<file path="config.mk">
export PLATFORM = sky130hd
export DESIGN_NAME = tbp_mixer
export DESIGN_NICKNAME = d
export VERILOG_FILES = /design/src/tbp_pkg.sv /design/src/tbp_mixer.sv
export SDC_FILE = /design/constraint.sdc
export NUM_CORES = 2
export LEC_CHECK = 0
export ABC_AREA = 1
export BUFFER_PORTS_ARGS = -buffer_cell sky130_fd_sc_hd__buf_4
export CORE_AREA = 2 2 331 333
export DETAILED_ROUTE_END_ITERATION = 10
export DIE_AREA = 0 0 333 335
export GPL_ROUTABILITY_DRIVEN = 0
export PLACE_DENSITY_LB_ADDON = 0.2
export RECOVER_POWER = 100
export SLEW_MARGIN = 30
export SYNTH_ARGS = -nofsm -noshare
export SYNTH_HDL_FRONTEND = slang
export SYNTH_SLANG_ARGS = --single-unit
</file>
<file path="constraint.sdc">
create_clock -name i_clk -period 23.5 [get_ports i_clk]
set_input_delay 4.7 -clock i_clk [delete_from_list [all_inputs] [get_ports i_clk]]
set_output_delay 4.7 -clock i_clk [all_outputs]
set_load 0.01 [all_outputs]
</file>
<file path="src/tbp_pkg.sv">
// Shared types, constants and helper functions of the TAGE branch predictor.
// Used by tbp_mixer and tage_branch_predictor_top; depends on nothing else.
`default_nettype none
package tbp_pkg;

    localparam int PC_W       = 64;
    localparam int NUM_TBL    = 5;
    localparam int TBL_W      = 3;
    localparam int IDX_W      = 8;
    localparam int TAG_W      = 10;
    localparam int CTR_W      = 3;
    localparam int USE_W      = 2;
    localparam int TAG_DEPTH  = 1280;
    localparam int TAG_AW     = 11;
    localparam int BASE_DEPTH = 2048;
    localparam int BASE_AW    = 11;
    localparam int HIST_W     = 64;
    localparam int CNT_W      = 16;
    localparam int CFG_IDX_W  = 2;
    localparam int CFG_DATA_W = 16;

    localparam logic [CFG_IDX_W-1:0] CFG_ALT_ON_WEAK  = 2'd0;
    localparam logic [CFG_IDX_W-1:0] CFG_AGING_PERIOD = 2'd1;

    localparam logic CMD_PREDICT = 1'b0;
    localparam logic CMD_TRAIN   = 1'b1;

    localparam logic [63:0] MIX_K1 = 64'hff51afd7ed558ccd;
    localparam logic [63:0] MIX_K2 = 64'hc4ceb9fe1a85ec53;
    localparam logic [63:0] GOLDEN = 64'h9e3779b97f4a7c15;

    localparam logic [CNT_W-1:0] AGING_RESET = 16'd16384;

    localparam int HIST_LENS  [NUM_TBL] = '{4, 8, 16, 32, 64};
    localparam int TAG_WIDTHS [NUM_TBL] = '{7, 7, 8, 9, 10};
    localparam logic [TAG_W-1:0] TAG_MASKS [NUM_TBL] =
        '{10'h07f, 10'h07f, 10'h0ff, 10'h1ff, 10'h3ff};

    typedef struct packed {
        logic [TAG_W-1:0]        tag;
        logic signed [CTR_W-1:0] ctr;
        logic [USE_W-1:0]        use_cnt;
    } t_entry;

    typedef enum logic [4:0] {
        S_CLEAR,
        S_IDLE,
        S_MIXI_GO,
        S_MIXI_WAIT,
        S_MIXT_GO,
        S_MIXT_WAIT,
        S_LK_RD,
        S_LK_CHK,
        S_LK_FIN,
        S_TRAIN,
        S_TR_PRD,
        S_TR_PWR,
        S_TR_ARD,
        S_TR_AWR,
        S_TR_BWR,
        S_AL_START,
        S_AL_RD,
        S_AL_TST,
        S_DC_RD,
        S_DC_WR,
        S_HIST,
        S_AGE,
        S_AGE_END,
        S_OUT
    } t_state;

    // XOR-folds the newest len history bits into width bit positions.
    function automatic logic [TAG_W-1:0] fold(input logic [HIST_W-1:0] h,
                                              input int len, input int width);
        logic [TAG_W-1:0] acc;
        int j;
        acc = '0;
        j = 0;
        for (int i = 0; i < HIST_W; i++) begin
            if (i < len) acc[j] = acc[j] ^ h[i];
            if (j == width - 1) j = 0;
            else j = j + 1;
        end
        return acc;
    endfunction

    function automatic logic [CTR_W-1:0] tagged_step(input logic [CTR_W-1:0] v,
                                                     input logic up);
        logic [CTR_W-1:0] r;
        if (up) r = (v == 3'b011) ? v : v + 3'd1;
        else    r = (v == 3'b100) ? v : v - 3'd1;
        return r;
    endfunction

    function automatic logic [1:0] base_step(input logic [1:0] v, input logic up);
        logic [1:0] r;
        if (up) r = (v == 2'b01) ? v : v + 2'd1;
        else    r = (v == 2'b10) ? v : v - 2'd1;
        return r;
    endfunction

    function automatic logic tagged_weak(input logic [CTR_W-1:0] v);
        return (v[2:1] == 2'b00) || (v == 3'b111);
    endfunction

    function automatic logic base_weak(input logic [1:0] v);
        return v != 2'b10;
    endfunction

endpackage
`default_nettype wire

</file>
<file path="src/tbp_mixer.sv">
// 64-bit multiply mixer (xor-shift, multiply, xor-shift, multiply, xor-shift).
// Each 64x64 product is built from three 32x32 partial products, one per cycle.
// Depends on tbp_pkg.
`default_nettype none
module tbp_mixer (
    input  wire logic                    i_clk,
    input  wire logic                    i_rst_n,
    input  wire logic                    i_start,
    input  wire logic [tbp_pkg::PC_W-1:0] i_x,
    output logic                         o_done,
    output logic [tbp_pkg::PC_W-1:0]     o_y
);
    import tbp_pkg::*;

    logic            r_busy;
    logic            r_done;
    logic [1:0]      r_step;
    logic            r_pass;
    logic [63:0]     r_x;
    logic [63:0]     r_lo;
    logic [31:0]     r_c1;
    logic [31:0]     r_c2;

    logic [63:0] k_sel;
    logic [31:0] mul_a;
    logic [31:0] mul_b;
    logic [63:0] prod;
    logic [63:0] sum;
    logic [63:0] shifted;

    always_comb begin
        k_sel   = r_pass ? MIX_K2 : MIX_K1;
        mul_a   = (r_step == 2'd1) ? r_x[63:32] : r_x[31:0];
        mul_b   = (r_step == 2'd2) ? k_sel[63:32] : k_sel[31:0];
        prod    = {32'd0, mul_a} * {32'd0, mul_b};
        // Only the low 32 bits of the cross terms reach the low 64 bits of the product.
        sum     = r_lo + {r_c1 + r_c2, 32'd0};
        shifted = sum ^ (sum >> 33);
    end

    always_ff @(posedge i_clk) begin
        if (!i_rst_n) begin
            r_busy <= 1'b0;
            r_done <= 1'b0;
            r_step <= 2'd0;
            r_pass <= 1'b0;
        end else begin
            r_done <= 1'b0;
            if (i_start) begin
                r_x    <= i_x ^ (i_x >> 33);
                r_step <= 2'd0;
                r_pass <= 1'b0;
                r_busy <= 1'b1;
            end else if (r_busy) begin
                case (r_step)
                    2'd0: begin
                        r_lo   <= prod;
                        r_step <= 2'd1;
                    end
                    2'd1: begin
                        r_c1   <= prod[31:0];
                        r_step <= 2'd2;
                    end
                    2'd2: begin
                        r_c2   <= prod[31:0];
                        r_step <= 2'd3;
                    end
                    default: begin
                        r_x    <= shifted;
                        r_step <= 2'd0;
                        if (r_pass) begin
                            r_busy <= 1'b0;
                            r_done <= 1'b1;
                        end else begin
                            r_pass <= 1'b1;
                        end
                    end
                endcase
            end
        end
    end

    assign o_done = r_done;
    assign o_y    = r_x;

endmodule
`default_nettype wire

</file>
; After elaboration in Yosys (flattened, before gate mapping)
; Index checks and enable logic that the tools add are counted.
; W data, S select, Z words.
[totals]
regBits = 197
in_bits = 67
output_inout_bits = 65
word_cells = 42
[op_classes]
addsub = 2
n_mul = 1
n_eq_ne = 3
n_mux = 12
n_bitwise = 6
reduce_logical = 10
[ops]
columns = op, count
row1 = $mux W64, 3
row2 = $xor A64 B31 Y64, 2
row3 = $add A64 B64 Y64, 1
row4 = $mul A32 B32 Y64, 1
row5 = $mux W32, 2
row6 = $mux W62, 1
row7 = $add A32 B32 Y32, 1
row8 = $reduce_and A4 Y1, 3
row9 = $pmux W2 S3, 1
row10 = $reduce_or A6 Y1, 1
row11 = $mux W1, 5
row12 = $not A1 Y1, 4
row13 = $reduce_and A3 Y1, 1
row14 = $reduce_or A3 Y1, 1
row15 = $eq A2 B1 Y1 const B, 1
row16 = $eq A2 B2 Y1 const B, 1
row17 = $logic_not A2 Y1, 1
row18 = $ne A2 B1 Y1 const B, 1
row19 = $reduce_and A2 Y1, 1
row20 = $reduce_bool A2 Y1, 1
row21 = $reduce_or A2 Y1, 1

; Logic depth before layout (Yosys ltp)
[depth]
word_depth = 6
ltp_mapped = 41
mapped_depth_nobuf = 39

; Worst setup path after synthesis
; OpenSTA, ideal clock, no wires.
[synth_timing]
path_type = input -> register
startpoint = input i_start
endpoint = register r_x[0], in the netlist o_y[0], enable pin
setup_ps = 507
arrival_ps = 8622
required_time_ps = 22993
slack_ps = 14371
path_stages = 5
path_buffers = 3
cell_sequence = clkbuf_1 > inv_1 > clkbuf_1 > buf_1 > a21oi_1
[synth_via]
elab_chain_len = 2
elab_cells_between_ends = 3
cone_classes = eq/ne: 1 / reduce/logical: 2
[synth_lines]
columns = item, line_no
row1 = "start, declared", tbp_mixer.sv:8  ; input wire logic i_start,
row2 = $ne A2 B1 Y1 (no line) or $reduce_bool A2 Y1 (tied branches), -
row3 = $reduce_and A3 Y1 (no line) *, -
row4 = "end signal, assigned", tbp_mixer.sv:50  ; r_x <= i_x ^ (i_x >> 33);
row5 = "end signal, assigned", tbp_mixer.sv:69  ; r_x <= shifted;
row6 = "end, declared", tbp_mixer.sv:19  ; logic [63:0] r_x;
; Mark *: on every way between the ends. The rest lies on a longest branch, timed or not.
; A chain may end at the register's enable or synchronous reset.

; Worst setup path after layout
[layout_timing]
startpoint = register r_step[1]
endpoint = register r_lo[45] (data pin)
[layout_via]
elab_chain_len = 3
elab_cells_between_ends = 5
cone_classes = mul: 1 / eq/ne: 2 / mux: 2
[layout_lines]
columns = item, line_no
row1 = "start, declared", tbp_mixer.sv:17  ; logic [1:0] r_step;
row2 = "start signal, assigned", tbp_mixer.sv:45  ; r_step <= 2'd0;
row3 = "start signal, assigned", tbp_mixer.sv:51  ; r_step <= 2'd0;
row4 = "start signal, assigned", tbp_mixer.sv:58  ; r_step <= 2'd1;
row5 = $eq A2 B1 Y1 or $eq A2 B2 Y1 (tied branches), "tbp_mixer.sv:33, tbp_mixer.sv:34"
row6 = $mux W32 (on tied branches), "tbp_mixer.sv:33, tbp_mixer.sv:34"
row7 = $mul A32 B32 Y64 *, tbp_mixer.sv:35  ; prod = {32'd0, mul_a} * {32'd0, mul_b};
row8 = net prod[45], tbp_mixer.sv:27  ; logic [63:0] prod;
row9 = "end signal, assigned", tbp_mixer.sv:57  ; r_lo <= prod;
row10 = "end, declared", tbp_mixer.sv:20  ; logic [63:0] r_lo;
; Mark *: on every way through the listed nets, which the timed path passes. The rest lies on a longest branch.

==> metrics.csv <==
stage,metric,value,unit
grt,grt_pass1_vias,33508,
clock_tree,ctsHoldBuffers,0,
clock_tree,cts_setup_buffers,0,
timing,max_slew_margin,-162.4,%
route,drt_first_pass_iters,6,
grt,grt_first_pass_wirelength,222.8,mm
route,met1_length,66.83,mm
route,top_layer_used,met5,
timing,worst_slack,10.21,ns
timing,period_minus_slack,13.29,ns
synthesis,async_reset_ff_share,0,%
synthesis,yosysWarningCount,0,
critical_path,cp_num_buf_inv,8,
synthesis,synth-edff-count,192,
timing,finalCritPeriodShare,56.54,%
synthesis,avgSynthCellArea,8.664,um^2
critical_path,path_class,flop to flop,
critical_path,slowest_stage,clkbuf_1,
finish,final_common_cell,inv_1,
route,vias,33761,
min_path,hold_class,flop to flop,
synthesis,yosys-top-cells-area,"fa_1, edfxtp_1, ha_1",
timing,drv_slew,388,
route,drc,0,
timing,worst_pin_slew,3.937,ns
critical_path,start_kind,flop,
route,drt_wl_total,150.5,mm
critical_path,arrival,13.55,ns
synthesis,synthFlopType,edfxtp_1,
floorplanning,io_pins,132,
synthesis,yosysTopAreaCellShare,36.68,%
finish,final_area,45800,um^2
run_status,status,finished with violations,
timing,setup_viol,0,
finish,layout-drive-gt1-share,5.211,%
clock_tree,cts_buffer_depth,2,
critical_path,max_stage_delay,2.08,ns
clock_tree,clockRootBuffer,clkbuf_16,
finish,syn_to_final_growth,6.773,%
timing,fmax,75.26,MHz
timing,rsz0062_at_grt,no,
floorplanning,die_h,335,um
finish,nNetsFinal,6320,
floorplanning,die-area,111600,um^2
placed_design,dpl.hpwl,133.1,mm
floorplanning,initial_core_util,39.68,%
clock_tree,cts_resized,0,
route,wire_per_inst,23.22,um
grt,grt_remaining_overflow,0,
clock_tree,cts_sinks,197,
timing,clock_skew,0.02041,ns
floorplanning,core,108100,um^2
finish,antennaDiodeCount,0,
route,drtIter0Drc,3793,
critical_path,cpMostUsedCell,fa_1,
grt,antenna_found_initial,1,
clock_tree,htreeDepth,4,
route,drt.antenna.violating_nets,0,
timing,fin_tns_setup,0,ns
grt,track_usage,27.24,%
flow_run,maxCapViolations,8,
synthesis,yosysTopAreaCell,fa_1,
clock_tree,cts_buffers,17,
route,wl_met3,12.85,mm
critical_path,end_kind,flop,
synthesis,ys_types,57,
placed_design,place_inst,6448,
timing,hold_violations,0,
synthesis,synth_seq_cells,197,
clock_tree,cts_tree,yes,
synthesis,synthCells,4951,
critical_path,cp_top_family,adder cells,
clock_tree,insertion_delay,0.48,ns
run_status,violations,"capacitance limit, slew limit",
critical_path,worstPathMaxFanout,33,
clock_tree,path_clk_slew,0.09,ns
placed_design,place_area,45530,um^2
grt,grt_max_degree,76,
finish,fillers,11048,
placed_design,post-place-ws,13.81,ns
finish,layout_common_cells,"inv_1, fa_1, nand2_1",
finish,finalNonFillerCells,6480,
synthesis,syn-cell-area,42890,um^2
placed_design,io_buffer_count,131,
critical_path,required,23.76,ns
floorplanning,die-width,333,um
synthesis,synth_seq_area_share,13.67,%
route,via_per_inst,5.210,
floorplanning,std_cell_rows,121,
route,wl_met2,64.84,mm
synthesis,synth_nets,6218,
Yosys cell counts, types with 46 or more instances:
library cell	instances
a21oi_1	168
nor2_1	482
xor2_1	134
nand2_1	755
o21ai_0	141
fa_1	786
nand3_1	140
o21bai_1	53
xnor2_1	46
inv_1	1264
ha_1	414
edfxtp_1	192
registers in the layout (all words and copies together), names as in the netlist:
signal and count:
o_y 64, r_lo 64, r_c1 32, r_c2 32
r_step 2, o_done 1, r_busy 1, r_pass 1
metrics by stage:
step	utilization, %	hold WS (ns)
6_report	42.37	0.5438
5_1_grt	42.37	0.5705
4_1_cts	42.67	0.5393
3_5_place_dp	42.12	0.5244
3_3_place_gp	42.12	0.5210
2_1_floorplan	-	0.4740
cells by family (layout without fill, tap and decap cells):
kind of cell               Yosys count  in the layout  share of synthesized area (%)
and+or+nand+nor                   1530           1530                          14.95
buffers and inverters             1377           1492                          12.34
adders and majority gates         1200           1200                          48.76
AOI/OAI and AO/OA                  465            465                          6.563
DFF                                197            197                          13.67
xor gates and xnor gates           181            181                          3.713
other                                1              1                       0.008742
worst register-to-register path: cells and delay by family, from the launching register on:
| kind | cells | cell delay [ns] |
|---|---|---|
| buf+inv | 8 | 4.11 |
| xor+xnor | 2 | 0.54 |
| compound gates | 2 | 0.31 |
| simple gates | 8 | 2.13 |
| flops | 1 | 0.36 |
| fa+ha+maj | 10 | 5.61 |
per-layer routing:
metal	up-vias	global-route usage [%]
met1	16785	40.58
li1	15170	-
met4	2	9.281
met3	208	3.759
met2	1596	40.48
met5	-	0
final cells by class:
cell class,instances,area [um^2],area share (%)
Timing Repair Buffer,165,964.7,2.106
Multi-Input combinational cell,3377,31740,69.29
Clock buffer,18,429.2,0.9370
Clock inverter,14,166.4,0.3633
Tap cell,1414,1769,3.863
Inverter,1295,4868,10.63
Sequential cell,197,5867,12.81
worst paths after layout:
kind | cells after the start | to | from | slack (ns)
hold / removal | 2 | r_step[0]$_SDFFE_PN0P_ | r_busy$_SDFF_PN0_ | 0.54
setup reg to reg | 30 | r_lo[45]$_DFFE_PP_ | r_step[1]$_SDFFE_PN0P_ | 10.21
hold reg to reg | 2 | r_step[0]$_SDFFE_PN0P_ | r_busy$_SDFF_PN0_ | 0.54
setup / recovery | 30 | r_lo[45]$_DFFE_PP_ | r_step[1]$_SDFFE_PN0P_ | 10.21
Power is left out: the tool's default activity adds up to more than one toggle a clock period on the data nets, which glitch-free logic cannot reach.
